[config.mk]
export PLATFORM = sky130hd
export DESIGN_NAME = button_gesture_detector_core
export DESIGN_NICKNAME = d
export VERILOG_FILES = /design/src/rtl/core/bgd_pkg.sv /design/src/rtl/core/bgd_engine.sv /design/src/rtl/core/bgd_evq.sv /design/src/rtl/core/button_gesture_detector_core.sv
export SDC_FILE = /design/constraint.sdc
export NUM_CORES = 1
export LEC_CHECK = 0
export ABC_AREA = 0
export CAP_MARGIN = 5
export CORE_ASPECT_RATIO = 1.25
export CORE_MARGIN = 10
export CORE_UTILIZATION = 60
export DETAILED_ROUTE_END_ITERATION = 12
export DONT_BUFFER_PORTS = 1
export PLACE_DENSITY = 0.83
export SYNTH_ARGS = -nofsm -noshare
export SYNTH_HDL_FRONTEND = slang
export SYNTH_SLANG_ARGS = --single-unit
export TNS_END_PERCENT = 100
[constraint.sdc]
create_clock -name clk -period 18.9 [get_ports clk]
set_input_delay 0 -clock clk [delete_from_list [all_inputs] [get_ports clk]]
set_output_delay 0 -clock clk [all_outputs]
set_load 0.01 [all_outputs]
[src/rtl/core/bgd_pkg.sv]
// Shared types, constants and codes for the button gesture detector.
package bgd_pkg;

    localparam int TIME_W   = 32;
    localparam int PADDR_W  = 4;
    localparam int EVQ_DEPTH = 4;
    localparam int EVQ_AW   = 2;
    localparam int EVQ_CW   = EVQ_AW + 1;

    localparam logic [1:0] ACT_LEVEL  = 2'd0;
    localparam logic [1:0] ACT_TICK   = 2'd1;
    localparam logic [1:0] ACT_RESYNC = 2'd2;

    localparam logic [2:0] EV_DOWN   = 3'd0;
    localparam logic [2:0] EV_UP     = 3'd1;
    localparam logic [2:0] EV_CLICK  = 3'd2;
    localparam logic [2:0] EV_DOUBLE = 3'd3;
    localparam logic [2:0] EV_LONG   = 3'd4;
    localparam logic [2:0] EV_HOLD   = 3'd5;

    localparam logic [1:0] REG_LONG_PRESS  = 2'd0;
    localparam logic [1:0] REG_DOUBLE_GAP  = 2'd1;
    localparam logic [1:0] REG_HOLD_REPEAT = 2'd2;
    localparam logic [1:0] REG_EVENT_MASK  = 2'd3;

    localparam logic [15:0] LONG_PRESS_RST  = 16'd1000;
    localparam logic [15:0] DOUBLE_GAP_RST  = 16'd300;
    localparam logic [15:0] HOLD_REPEAT_RST = 16'd200;
    localparam logic [5:0]  EVENT_MASK_RST  = 6'd60;

    typedef enum logic [1:0] {
        ST_IDLE    = 2'd0,
        ST_PRESSED = 2'd1,
        ST_WAITDBL = 2'd2,
        ST_HELD    = 2'd3
    } state_t;

    typedef struct packed {
        logic [1:0] action;
        logic       level;
    } cmd_item_t;

    typedef struct packed {
        logic [2:0]  event_type;
        logic [31:0] held_ms;
        logic        last;
    } evt_item_t;

    typedef struct packed {
        logic [15:0] long_press_ms;
        logic [15:0] double_gap_ms;
        logic [15:0] hold_repeat_ms;
        logic [5:0]  event_mask;
    } cfg_t;

    typedef struct packed {
        logic [1:0] cnt;
        evt_item_t  slot0;
        evt_item_t  slot1;
    } ev_pair_t;

    typedef struct packed {
        logic              valid;
        logic              room;
        logic [EVQ_CW-1:0] level;
    } evq_stat_t;

endpackage

[src/rtl/core/bgd_engine.sv]
// Gesture state machine, deadline settlement and event selection for one item.
module bgd_engine
    import bgd_pkg::*;
(
    input  logic      clk,
    input  logic      rst_n,
    input  logic      go,
    input  cmd_item_t item,
    input  cfg_t      cfg,
    output ev_pair_t  pair
);

    state_t            state_reg, state_next, st_mid;
    logic              level_reg, level_next;
    logic [1:0]        cc_reg, cc_next, cc_mid, cc_inc;
    logic [TIME_W-1:0] now_reg, now_eff;
    logic [TIME_W-1:0] press_reg, press_mid;
    logic [TIME_W-1:0] release_reg, release_mid;
    logic [TIME_W-1:0] hold_reg, hold_next;
    logic [TIME_W-1:0] el_press, el_hold, el_rel;

    logic       act_lvl, act_tick, act_sync, settle_en, chg;
    logic       lc0_v, lc1_v, st_v;
    logic [2:0] lc0_t, lc1_t, st_t;
    logic       e0_v, e1_v, e2_v;
    evt_item_t  e0, e1, e2;

    function automatic evt_item_t mk_event(input logic [2:0] t, input logic [TIME_W-1:0] el);
        evt_item_t ev;
        ev.event_type = t;
        ev.held_ms    = (t == EV_UP || t == EV_LONG || t == EV_HOLD) ? 32'(el) : 32'd0;
        ev.last       = 1'b0;
        return ev;
    endfunction

    assign act_lvl   = go && (item.action == ACT_LEVEL);
    assign act_tick  = go && (item.action == ACT_TICK);
    assign act_sync  = go && (item.action == ACT_RESYNC);
    assign settle_en = act_lvl || act_tick;
    assign chg       = act_lvl && (item.level != level_reg);
    assign now_eff   = act_tick ? now_reg + 1'b1 : now_reg;
    assign cc_inc    = (cc_reg == 2'd3) ? cc_reg : cc_reg + 2'd1;

    // level change step
    always_comb
    begin
        st_mid      = state_reg;
        cc_mid      = cc_reg;
        press_mid   = press_reg;
        release_mid = release_reg;
        lc0_v       = 1'b0;
        lc0_t       = EV_DOWN;
        lc1_v       = 1'b0;
        lc1_t       = EV_DOWN;
        if (chg)
        begin
            case (state_reg)
                ST_IDLE, ST_WAITDBL:
                begin
                    if (item.level)
                    begin
                        st_mid    = ST_PRESSED;
                        press_mid = now_eff;
                        lc0_v     = 1'b1;
                        lc0_t     = EV_DOWN;
                    end
                end
                ST_PRESSED:
                begin
                    if (!item.level)
                    begin
                        cc_mid = cc_inc;
                        lc0_v  = 1'b1;
                        lc0_t  = EV_UP;
                        lc1_v  = 1'b1;
                        if (cc_inc >= 2'd2)
                        begin
                            lc1_t  = EV_DOUBLE;
                            cc_mid = 2'd0;
                            st_mid = ST_IDLE;
                        end
                        else
                        begin
                            lc1_t = EV_CLICK;
                            if (cfg.event_mask[EV_DOUBLE])
                            begin
                                st_mid      = ST_WAITDBL;
                                release_mid = now_eff;
                            end
                            else
                            begin
                                cc_mid = 2'd0;
                                st_mid = ST_IDLE;
                            end
                        end
                    end
                end
                default:
                begin
                    if (!item.level)
                    begin
                        st_mid = ST_IDLE;
                        cc_mid = 2'd0;
                        lc0_v  = 1'b1;
                        lc0_t  = EV_UP;
                    end
                end
            endcase
        end
    end

    assign el_press = now_eff - press_mid;
    assign el_hold  = now_eff - hold_reg;
    assign el_rel   = now_eff - release_mid;

    // deadline settlement and next state
    always_comb
    begin
        state_next = st_mid;
        cc_next    = cc_mid;
        hold_next  = hold_reg;
        st_v       = 1'b0;
        st_t       = EV_LONG;
        if (settle_en)
        begin
            case (st_mid)
                ST_PRESSED:
                begin
                    if (el_press >= TIME_W'(cfg.long_press_ms))
                    begin
                        st_v       = 1'b1;
                        st_t       = EV_LONG;
                        state_next = ST_HELD;
                        hold_next  = now_eff;
                        cc_next    = 2'd0;
                    end
                end
                ST_HELD:
                begin
                    if (el_hold >= TIME_W'(cfg.hold_repeat_ms))
                    begin
                        st_v      = 1'b1;
                        st_t      = EV_HOLD;
                        hold_next = now_eff;
                    end
                end
                ST_WAITDBL:
                begin
                    if (el_rel >= TIME_W'(cfg.double_gap_ms))
                    begin
                        cc_next    = 2'd0;
                        state_next = ST_IDLE;
                    end
                end
                default:
                begin
                end
            endcase
        end
        if (act_sync)
        begin
            state_next = ST_IDLE;
            cc_next    = 2'd0;
        end
    end

    assign level_next = (act_sync || act_lvl) ? item.level : level_reg;

    // masked candidates, packed into at most two slots
    assign e0_v = lc0_v && cfg.event_mask[lc0_t];
    assign e1_v = lc1_v && cfg.event_mask[lc1_t];
    assign e2_v = st_v && cfg.event_mask[st_t];
    assign e0   = mk_event(lc0_t, el_press);
    assign e1   = mk_event(lc1_t, el_press);
    assign e2   = mk_event(st_t, el_press);

    always_comb
    begin
        evt_item_t s0, s1;
        logic      s0_v, s1_v;
        s0   = e2;
        s1   = e2;
        s0_v = 1'b0;
        s1_v = 1'b0;
        if (e0_v)
        begin
            s0   = e0;
            s0_v = 1'b1;
            s1   = e1_v ? e1 : e2;
            s1_v = e1_v || e2_v;
        end
        else if (e1_v)
        begin
            s0   = e1;
            s0_v = 1'b1;
            s1   = e2;
            s1_v = e2_v;
        end
        else
        begin
            s0   = e2;
            s0_v = e2_v;
        end
        s0.last    = !s1_v;
        s1.last    = 1'b1;
        pair.cnt   = {1'b0, s0_v} + {1'b0, s1_v};
        pair.slot0 = s0;
        pair.slot1 = s1;
    end

    always_ff @(posedge clk or negedge rst_n)
    begin
        if (!rst_n)
        begin
            state_reg   <= ST_IDLE;
            level_reg   <= 1'b0;
            cc_reg      <= 2'd0;
            now_reg     <= '0;
            press_reg   <= '0;
            release_reg <= '0;
            hold_reg    <= '0;
        end
        else
        begin
            state_reg   <= state_next;
            level_reg   <= level_next;
            cc_reg      <= cc_next;
            now_reg     <= now_eff;
            press_reg   <= press_mid;
            release_reg <= release_mid;
            hold_reg    <= hold_next;
        end
    end

endmodule

[src/rtl/core/bgd_evq.sv]
// Small event queue: takes up to two events a cycle, hands out one.
module bgd_evq
    import bgd_pkg::*;
(
    input  logic      clk,
    input  logic      rst_n,
    input  ev_pair_t  push,
    input  logic      pop,
    output evt_item_t head,
    output evq_stat_t stat
);

    evt_item_t         mem_reg [EVQ_DEPTH];
    logic [EVQ_AW-1:0] wr_reg, rd_reg, wr_inc;
    logic [EVQ_CW-1:0] cnt_reg;

    assign wr_inc = wr_reg + 1'b1;
    assign head   = mem_reg[rd_reg];

    assign stat.valid = (cnt_reg != '0);
    assign stat.room  = (cnt_reg <= EVQ_CW'(EVQ_DEPTH - 2));
    assign stat.level = cnt_reg;

    always_ff @(posedge clk)
    begin
        if (push.cnt != 2'd0)
        begin
            mem_reg[wr_reg] <= push.slot0;
        end
        if (push.cnt == 2'd2)
        begin
            mem_reg[wr_inc] <= push.slot1;
        end
    end

    always_ff @(posedge clk or negedge rst_n)
    begin
        if (!rst_n)
        begin
            wr_reg  <= '0;
            rd_reg  <= '0;
            cnt_reg <= '0;
        end
        else
        begin
            wr_reg  <= wr_reg + EVQ_AW'(push.cnt);
            rd_reg  <= rd_reg + EVQ_AW'(pop);
            cnt_reg <= cnt_reg + EVQ_CW'(push.cnt) - EVQ_CW'(pop);
        end
    end

endmodule

[src/rtl/core/button_gesture_detector_core.sv]
// Top level of the button gesture detector: config registers, item register, event queue.
//
//   channel  direction  handshake                   payload
//   cmd      in         cmd_valid / cmd_stall       cmd  (action, level)
//   evt      out        evt_valid / evt_stall       evt  (event_type, held_ms, last)
//   apb      in         psel/penable/pwrite/pready  paddr, pwdata, prdata
//
// An item is registered on acceptance and processed once the queue has room; its
// events (up to two) enter a four-entry queue and leave one per cycle while evt_stall is low.
// Sustained rate: one item per cycle while the queue has room, bounded by one event
// per cycle on the evt port.
// Reset clears the control state and queue pointers and loads the default register values.
// A stalled evt port fills the queue; cmd_stall rises when an item is held and fewer than two entries are free.
module button_gesture_detector_core
    import bgd_pkg::*;
(
    input  logic               clk,
    input  logic               rst_n,
    input  logic               cmd_valid,
    output logic               cmd_stall,
    input  cmd_item_t          cmd,
    output logic               evt_valid,
    input  logic               evt_stall,
    output evt_item_t          evt,
    input  logic               psel,
    input  logic               penable,
    input  logic               pwrite,
    input  logic [PADDR_W-1:0] paddr,
    input  logic [31:0]        pwdata,
    output logic [31:0]        prdata,
    output logic               pready
);

    cfg_t      cfg_reg, cfg_next;
    logic      cmd_v_reg, cmd_v_next;
    cmd_item_t cmd_reg;
    logic      accept, go, pop, cfg_wr;
    ev_pair_t  pair;
    evq_stat_t qstat;

    assign pready = 1'b1;
    assign cfg_wr = psel && penable && pwrite && pready;

    always_comb
    begin
        cfg_next = cfg_reg;
        if (cfg_wr)
        begin
            case (paddr[3:2])
                REG_LONG_PRESS:  cfg_next.long_press_ms  = pwdata[15:0];
                REG_DOUBLE_GAP:  cfg_next.double_gap_ms  = pwdata[15:0];
                REG_HOLD_REPEAT: cfg_next.hold_repeat_ms = pwdata[15:0];
                REG_EVENT_MASK:  cfg_next.event_mask     = pwdata[5:0];
                default:         cfg_next = cfg_reg;
            endcase
        end
    end

    always_comb
    begin
        case (paddr[3:2])
            REG_LONG_PRESS:  prdata = 32'(cfg_reg.long_press_ms);
            REG_DOUBLE_GAP:  prdata = 32'(cfg_reg.double_gap_ms);
            REG_HOLD_REPEAT: prdata = 32'(cfg_reg.hold_repeat_ms);
            REG_EVENT_MASK:  prdata = 32'(cfg_reg.event_mask);
            default:         prdata = 32'd0;
        endcase
    end

    assign go        = cmd_v_reg && qstat.room;
    assign cmd_stall = cmd_v_reg && !go;
    assign accept    = cmd_valid && !cmd_stall;
    assign cmd_v_next = accept || (cmd_v_reg && !go);

    assign evt_valid = qstat.valid;
    assign pop       = evt_valid && !evt_stall;

    always_ff @(posedge clk or negedge rst_n)
    begin
        if (!rst_n)
        begin
            cfg_reg.long_press_ms  <= LONG_PRESS_RST;
            cfg_reg.double_gap_ms  <= DOUBLE_GAP_RST;
            cfg_reg.hold_repeat_ms <= HOLD_REPEAT_RST;
            cfg_reg.event_mask     <= EVENT_MASK_RST;
            cmd_v_reg              <= 1'b0;
        end
        else
        begin
            cfg_reg   <= cfg_next;
            cmd_v_reg <= cmd_v_next;
        end
    end

    always_ff @(posedge clk)
    begin
        if (accept)
        begin
            cmd_reg <= cmd;
        end
    end

    bgd_engine u_engine (
        .clk   (clk),
        .rst_n (rst_n),
        .go    (go),
        .item  (cmd_reg),
        .cfg   (cfg_reg),
        .pair  (pair)
    );

    bgd_evq u_evq (
        .clk   (clk),
        .rst_n (rst_n),
        .push  (pair),
        .pop   (pop),
        .head  (evt),
        .stat  (qstat)
    );

    a_queue_bound: assert property (@(posedge clk) disable iff (!rst_n)
        qstat.level <= EVQ_CW'(EVQ_DEPTH))
        else $error("event queue overflow");

    a_no_push_when_idle: assert property (@(posedge clk) disable iff (!rst_n)
        !go |-> pair.cnt == 2'd0)
        else $error("events produced without an item");

    a_resync_silent: assert property (@(posedge clk) disable iff (!rst_n)
        go && cmd_reg.action == ACT_RESYNC |-> pair.cnt == 2'd0)
        else $error("resync produced events");

    a_pair_last: assert property (@(posedge clk) disable iff (!rst_n)
        pair.cnt == 2'd2 |-> pair.slot1.last && !pair.slot0.last)
        else $error("last flag misplaced in event pair");

    a_pop_valid: assert property (@(posedge clk) disable iff (!rst_n)
        pop |=> qstat.level == $past(qstat.level) + EVQ_CW'($past(pair.cnt)) - 1'b1)
        else $error("queue level inconsistent after pop");

endmodule
==> impl_metrics.csv, run 1 <==
group,metric,value,unit
run_status,outcome,"finished clean",
cts,cts_buffer_depth,3,
critical_path,required,19.09,ns
yosys,yosys-top-cells-count,"nor2_1 (252), nand2_1 (247), inv_1 (210)",
sta,layout_min_cycle_time,10.27,ns
sta,rsz0062_at_grt,"false",
yosys,synth_warnings,0,
yosys,syn-cell-area,0.0229,sq mm
yosys,synth_edf_count,143,
yosys,ys_top_cells_by_area,"dfrtp_1 (19%), edfxtp_1 (19%), ha_1 (7.9%), mux4_2 (4.1%), nor2_1 (4.1%)",
final_layout,syn2layout_area_growth,7.77,%
yosys,synth_xor_area_share,4.46,%
placed_design,placed_cells,2824,
yosys,netlist.area_leader.share,19.5,%
drt,remaining_drc_errors,0,
cts,cts_setup_buffers,0,
placed_design,hpwl,47700,um
global_route,grt_pass1_wl,101000,um
global_route,grt_overflow,0,
floorplan,fp.dieH,238,um
sta,relSlewSlack,32.0,%
critical_path,start_kind,"flop",
placed_design,port_buffers,0,
floorplan,die_width,195,um
sta,fin_ws,8.63,ns
drt,drt_iter0_drc,1570,
pwr,design_power_total,3.00,mW
global_route,first_global_vias,18600,
floorplan,start_util,61.0,%
yosys,synth_cell_types,100,
global_route,grt_use_met1,32.0,%
drt,vias,18700,
yosys,netlist_instances,2430,
global_route,antenna_found_initial,1,
cts,numClockSinks,342,
worst_hold_path,worstHoldPathCells,3,
yosys,async_flop_share,57.0,%
sta,clock_skew,0.0312,ns
placed_design,placed_cell_area,0.0232,sq mm
pwr,peakVddDrop,0.0791,mV
drt,routed_wl,64200,um
worst_hold_path,hold_path_end,"cfg_reg[4]$_DFFE_PN1P_",
critical_path,path_class,"reg2reg",
critical_path,cpMostUsedCell,"nand2_1",
sta,drv_slew,0,
final_layout,fill_cells,2894,
floorplan,io_pins,117,
drt,vias_per_cell,6.37,
final_layout,num-nets-final,2605,
cts,clk-insertion-delay-late,0.54,ns
final_layout,post-route-util,65.8,%
yosys,synth_most_common_cell,"nor2_1",
yosys,ys_ff_latch,342,
pwr,power.density,122,mW/mm^2
floorplan,dieArea,0.0464,sq mm
sta,final_hold_viol_count,0,
yosys,synth_flop_cell,"dfrtp_1",
yosys,syn_avg_cell_area,9.41,sq um
sta,min_period_over_period,54.3,%
cts,cts_root_buf,"clkbuf_16",
yosys,yosys.area.top_type,"dfrtp_1",
worst_hold_path,hp-class,"in2reg",
critical_path,reg2reg_from,"u_evq.cnt_reg[2]$_DFF_PN0_",
yosys,yosysSeqAreaShare,40.6,%
yosys,synthAdderAreaFrac,8.33,%
yosys,synth_top_family_by_area,"compound AO/OA/AOI/OAI gates",
cts,cts_resized,0,
final_layout,final_cell_area,0.0246,sq mm
pwr,p_leak,11.6,nW
worst_hold_path,hold_start,"penable",
critical_path,cp_data_arrival_time,10.46,ns
critical_path,r2r_slack,8.63,ns
sta,worst_slew_pin_slew,1.01,ns
global_route,use_met2,45.6,%
floorplan,core,0.0375,sq mm
critical_path,r2r-end,"u_evq.mem_reg[0][24]$_DFFE_PP_",
global_route,grtUsageTotal,26.8,%
cts,htree_levels,2,
global_route,grt.busiest_layer,"met2",
sta,finalSetupTns,0,ns
drt,postRouteAntennaNets,0,
cts,clkTransAtPathRegs,0.06,ns
final_layout,stdcell_count,2926,
critical_path,end_kind,"flop",
drt,detail_route.wl_per_cell,21.9,um
sta,fmax,0.0974,GHz
yosys,synth.area.mux_share,8.36,%
drt,first_pass_iters,5,
placed_design,dp_slack,8.93,ns
global_route,grt_max_degree,196,
critical_path,reg2reg_depth,26,
yosys,synth_compound_area_share,16.4,%
final_layout,drive_gt1_share,8.37,%
critical_path,crit_path_max_incr_delay,0.76,ns
sta,setup_viol_count_final,0,
run,cap_viol_max_count,0,
cts,cts_buffers,36,
final_layout,largest_reg_flops,144,
critical_path,cp_max_fo,21,
yosys,synth_simple_gate_area_share,15.6,%
global_route,grtUsageMet3,4.32,%
critical_path,crit_slowest_cell,"o41ai_4",
floorplan,fp-row-count,79,
cts,cts_tree,"done",
placed_design,place_congestion,0.955,
sta,hold_slack,0.0795,ns
[worst max path at each step]
stage,startpoint,end,depth (start not counted)
after global placement,u_evq.cnt_reg[2]$_DFF_PN0_,u_evq.mem_reg[0][32]$_DFFE_PP_,26
after CTS,u_evq.cnt_reg[2]$_DFF_PN0_,u_evq.mem_reg[0][21]$_DFFE_PP_,26
final,u_evq.cnt_reg[2]$_DFF_PN0_,u_evq.mem_reg[0][24]$_DFFE_PP_,26
after detailed placement,u_evq.cnt_reg[2]$_DFF_PN0_,u_evq.mem_reg[0][31]$_DFFE_PP_,26
after global routing,u_evq.cnt_reg[2]$_DFF_PN0_,u_evq.mem_reg[0][24]$_DFFE_PP_,26
after floorplan,u_evq.cnt_reg[2]$_DFF_PN0_,u_evq.mem_reg[2][0]$_SDFFE_PP1P_,32
[critical path, delay by kind of cell (launching register included)]
kind / cells / cell delay (ns)
and+or+nand+nor: 16 / 5.53
DFF: 1 / 0.43
AOI/OAI and AO/OA: 5 / 2.13
adders and majority gates: 2 / 0.77
xor gates and xnor gates: 1 / 0.36
buffers and inverters: 2 / 0.68
[timing repair]
| action | CTS | global route |
|---|---|---|
| endpoints found under the hold margin | 260 | 0 |
| setup endpoints to repair | 0 | 0 |
| hold buffers | 34 | 0 |
[logic make-up (layout without fill, tap and decap cells)]
family | Yosys count | after routing
other | 2 | 19
xor gates and xnor gates | 114 | 114
DFF | 342 | 342
and+or+nand+nor | 767 | 767
buffers and inverters | 344 | 337
AOI/OAI and AO/OA | 578 | 578
muxes | 133 | 133
adders and majority gates | 150 | 150
[area by class of cell]
cell class / instances / area (sq um) / share of cell area (%)
Timing Repair Buffer: 59 / 546 / 2.21
Multi-Input combinational cell: 1759 / 12300 / 49.9
Clock inverter: 15 / 98.8 / 0.401
Sequential cell: 342 / 9280 / 37.7
Inverter: 212 / 797 / 3.24
Tap cell: 486 / 608 / 2.47
Clock buffer: 51 / 1020 / 4.13
Antenna cell: 2 / 5.00 / 0.0203
[per-layer routing]
metal / vias up / routed length, um
met1: 9093 / 24800
met3: 189 / 4340
met2: 759 / 31500
met5: - / 0
li1: 8612 / -
met4: 0 / 3550
[power breakdown]
part / switching [mW] / total, mW / internal [mW] / leakage (nW)
clock: 0.294 / 0.674 / 0.380 / 0.550
combinational: 0.885 / 1.44 / 0.556 / 7.16
sequential: 0.0570 / 0.889 / 0.832 / 3.90
total: 1.24 / 3.00 / 1.77 / 11.6
[cell usage in the layout, fill, tap and decap left out, types with 11 or more instances in the layout]
| master | n |
|---|---|
| and2_1 | 19 |
| dlygate4sd3_1 | 33 |
| nand4_1 | 42 |
| o21bai_1 | 21 |
| a21oi_1 | 161 |
| dfrtp_1 | 177 |
| mux4_2 | 42 |
| nor2b_1 | 22 |
| a21o_1 | 72 |
| mux2_1 | 15 |
| conb_1 | 17 |
| nand2b_1 | 16 |
| nor4_1 | 17 |
| nand2_1 | 247 |
| dfstp_2 | 17 |
| nor2_1 | 252 |
| a21boi_0 | 14 |
| edfxtp_1 | 143 |
| and3_1 | 18 |
| buf_4 | 25 |
| mux2_2 | 29 |
| a31oi_1 | 23 |
| o31ai_1 | 11 |
| ha_1 | 145 |
| clkbuf_16 | 37 |
| o21ai_0 | 129 |
| inv_1 | 210 |
| mux2i_1 | 47 |
| nor3_1 | 37 |
| xor2_1 | 40 |
| xnor2_1 | 72 |
| o21a_1 | 24 |
| nand3_1 | 39 |
Power figures use the tool's default switching activity.
==> run 2: changes to the inputs <==
- CORE_UTILIZATION: 60 -> 59
- PLACE_DENSITY: 0.83 -> 0.85
- clock period: 18.9 -> 9.19 ns (I/O delays scaled with it)
==> impl_metrics.csv, run 2 (synthesized netlist as in run 1, its figures left out) <==
group,metric,value,unit
critical_path,crit_slowest_cell,"or4_1",
cts,clkTransAtPathRegs,0.07,ns
critical_path,cp_data_arrival_time,9.14,ns
sta,clock_skew,0.0287,ns
cts,numClockSinks,342,
critical_path,r2r-end,"u_evq.mem_reg[1][17]$_DFFE_PP_",
critical_path,crit_buf_inv,4,
drt,detail_route.wl_per_cell,22.0,um
cts,cts_buffer_depth,3,
critical_path,reg2reg_depth,32,
drt,routed_wl,65100,um
sta,rsz0062_at_grt,"false",
cts,cts_tree,"done",
pwr,power.density,253,mW/mm^2
drt,remaining_drc_errors,0,
run,cap_viol_max_count,0,
pwr,p_leak,12.0,nW
placed_design,place_congestion,1.03,
sta,drv_slew,0,
critical_path,required,9.54,ns
final_layout,syn2layout_area_growth,9.44,%
final_layout,final_cell_mix,"nor2_1 (252), nand2_1 (247), inv_1 (210)",
global_route,first_global_vias,18700,
sta,fin_ws,0.400,ns
final_layout,layout_commonest_cell,"nor2_1",
final_layout,num-nets-final,2633,
sta,setup_viol_count_final,0,
sta,finalSetupTns,0,ns
floorplan,dieArea,0.0471,sq mm
floorplan,core,0.0382,sq mm
global_route,grt_overflow,0,
global_route,grt_max_degree,196,
sta,worst_slew_pin_slew,1.03,ns
critical_path,cp_max_fo,32,
global_route,grt_pass1_wl,102000,um
sta,relSlewSlack,31.3,%
critical_path,reg2reg_from,"cmd_reg[2]$_DFFE_PP_",
drt,drt_iter0_drc,1580,
placed_design,dp_slack,0.456,ns
global_route,grtUsageTotal,27.2,%
critical_path,path_class,"reg2reg",
pwr,peakVddDrop,0.204,mV
final_layout,drive_gt1_share,9.66,%
final_layout,largest_reg_flops,144,
drt,vias,18800,
critical_path,endpoint,"u_evq.mem_reg[1][17]$_DFFE_PP_",
critical_path,start_kind,"flop",
floorplan,die_width,196,um
cts,htree_levels,2,
drt,postRouteAntennaNets,0,
global_route,antenna_found_initial,1,
pwr,design_power_total,6.33,mW
placed_design,port_buffers,0,
critical_path,critPathTopFamily,"simple AND/OR/NAND/NOR gates",
drt,first_pass_iters,6,
sta,min_period_over_period,95.6,%
floorplan,start_util,59.8,%
run_status,outcome,"finished clean",
critical_path,r2r_slack,0.40,ns
critical_path,crit_path_max_incr_delay,0.59,ns
cts,cts_buffers,36,
sta,final_hold_viol_count,0,
sta,fmax,0.114,GHz
floorplan,fp.dieH,240,um
cts,clk-insertion-delay-late,0.55,ns
worst_hold_path,hp-class,"in2reg",
critical_path,crit_cells,32,
critical_path,end_kind,"flop",
sta,layout_min_cycle_time,8.79,ns
critical_path,crit_start,"cmd_reg[2]$_DFFE_PP_",
drt,vias_per_cell,6.37,
cts,cts_root_buf,"clkbuf_16",
floorplan,io_pins,117,
floorplan,fp-row-count,80,
placed_design,hpwl,48900,um
run 2: cell count changes in the layout (fill, tap and decap cells not counted), sizes merged:
cell	before	now
buf	26	54
bufinv	0	3
clkbuf	51	41
clkinv	12	13
clkinvlp	2	6
diode	2	1
inv	213	214
run 2: area by class of cell:
type,count,area (sq um)
multi-input cells,1759,12300
inverters,212,797
clock inverters,24,225
diodes,1,2.50
flip-flops and latches,342,9280
fillers,2956,13200
repair buffers,87,868
well taps,492,616
clock buffers,41,941
run 2: worst reg2reg max path, delay by kind of cell, from the launching register on:
family                   cells  cell delay, ns
AND/OR/NAND/NOR             11            2.89
AO/OA/AOI/OAI               10            2.48
adder cells (fa/ha/maj)      4            1.17
buffers and inverters        4            0.63
flip-flops                   1            0.58
XOR/XNOR                     2            0.55
multiplexers                 1            0.29
run 2: layer usage:
metal	track usage, %	share of wire, %	vias up
met1	32.3	38	9131
li1	-	-	8674
met2	47.3	49	845
met4	13.3	5.4	0
met3	3.75	6.9	191
met5	0	0	-
run 2: how the worst min path moves through the flow:
stage,from,to,cells after the start
2_1_floorplan,rst_n,cfg_reg[0]$_DFFE_PN0P_,0
3_3_place_gp,rst_n,cfg_reg[48]$_DFFE_PN0P_,0
3_5_place_dp,rst_n,cfg_reg[14]$_DFFE_PN0P_,0
4_1_cts,penable,cfg_reg[0]$_DFFE_PN0P_,3
5_1_grt,penable,cfg_reg[4]$_DFFE_PN1P_,3
6_report,penable,cfg_reg[0]$_DFFE_PN0P_,3
run 2: per-stage QoR:
step | instances | hold slack (ns) | util [%] | cell area, sq um
finish | 2958 | 0.109 | 65.4 | 25000
detailed placement | 2857 | -0.289 | 61.4 | 23500
CTS | 2956 | 0.0557 | 65.4 | 25000
global route | 2957 | 0.124 | 65.4 | 25000
global placement | 2857 | -0.287 | 61.4 | 23500
floorplan | 2445 | -0.296 | - | 22900
run 2: what timing repair did:
action,in CTS,in global routing
gates resized for setup,0,2
hold buffers,34,0
endpoints found under the setup margin,0,274
hold endpoints to repair,260,0
setup buffers,0,1
run 2: where the power goes:
group / internal [mW] / switching [mW] / leakage, nW / total, mW
clock network: 0.829 / 0.628 / 0.562 / 1.46
registers: 1.71 / 0.113 / 4.06 / 1.82
logic: 1.16 / 1.89 / 7.37 / 3.04
total: 3.70 / 2.63 / 12.0 / 6.33
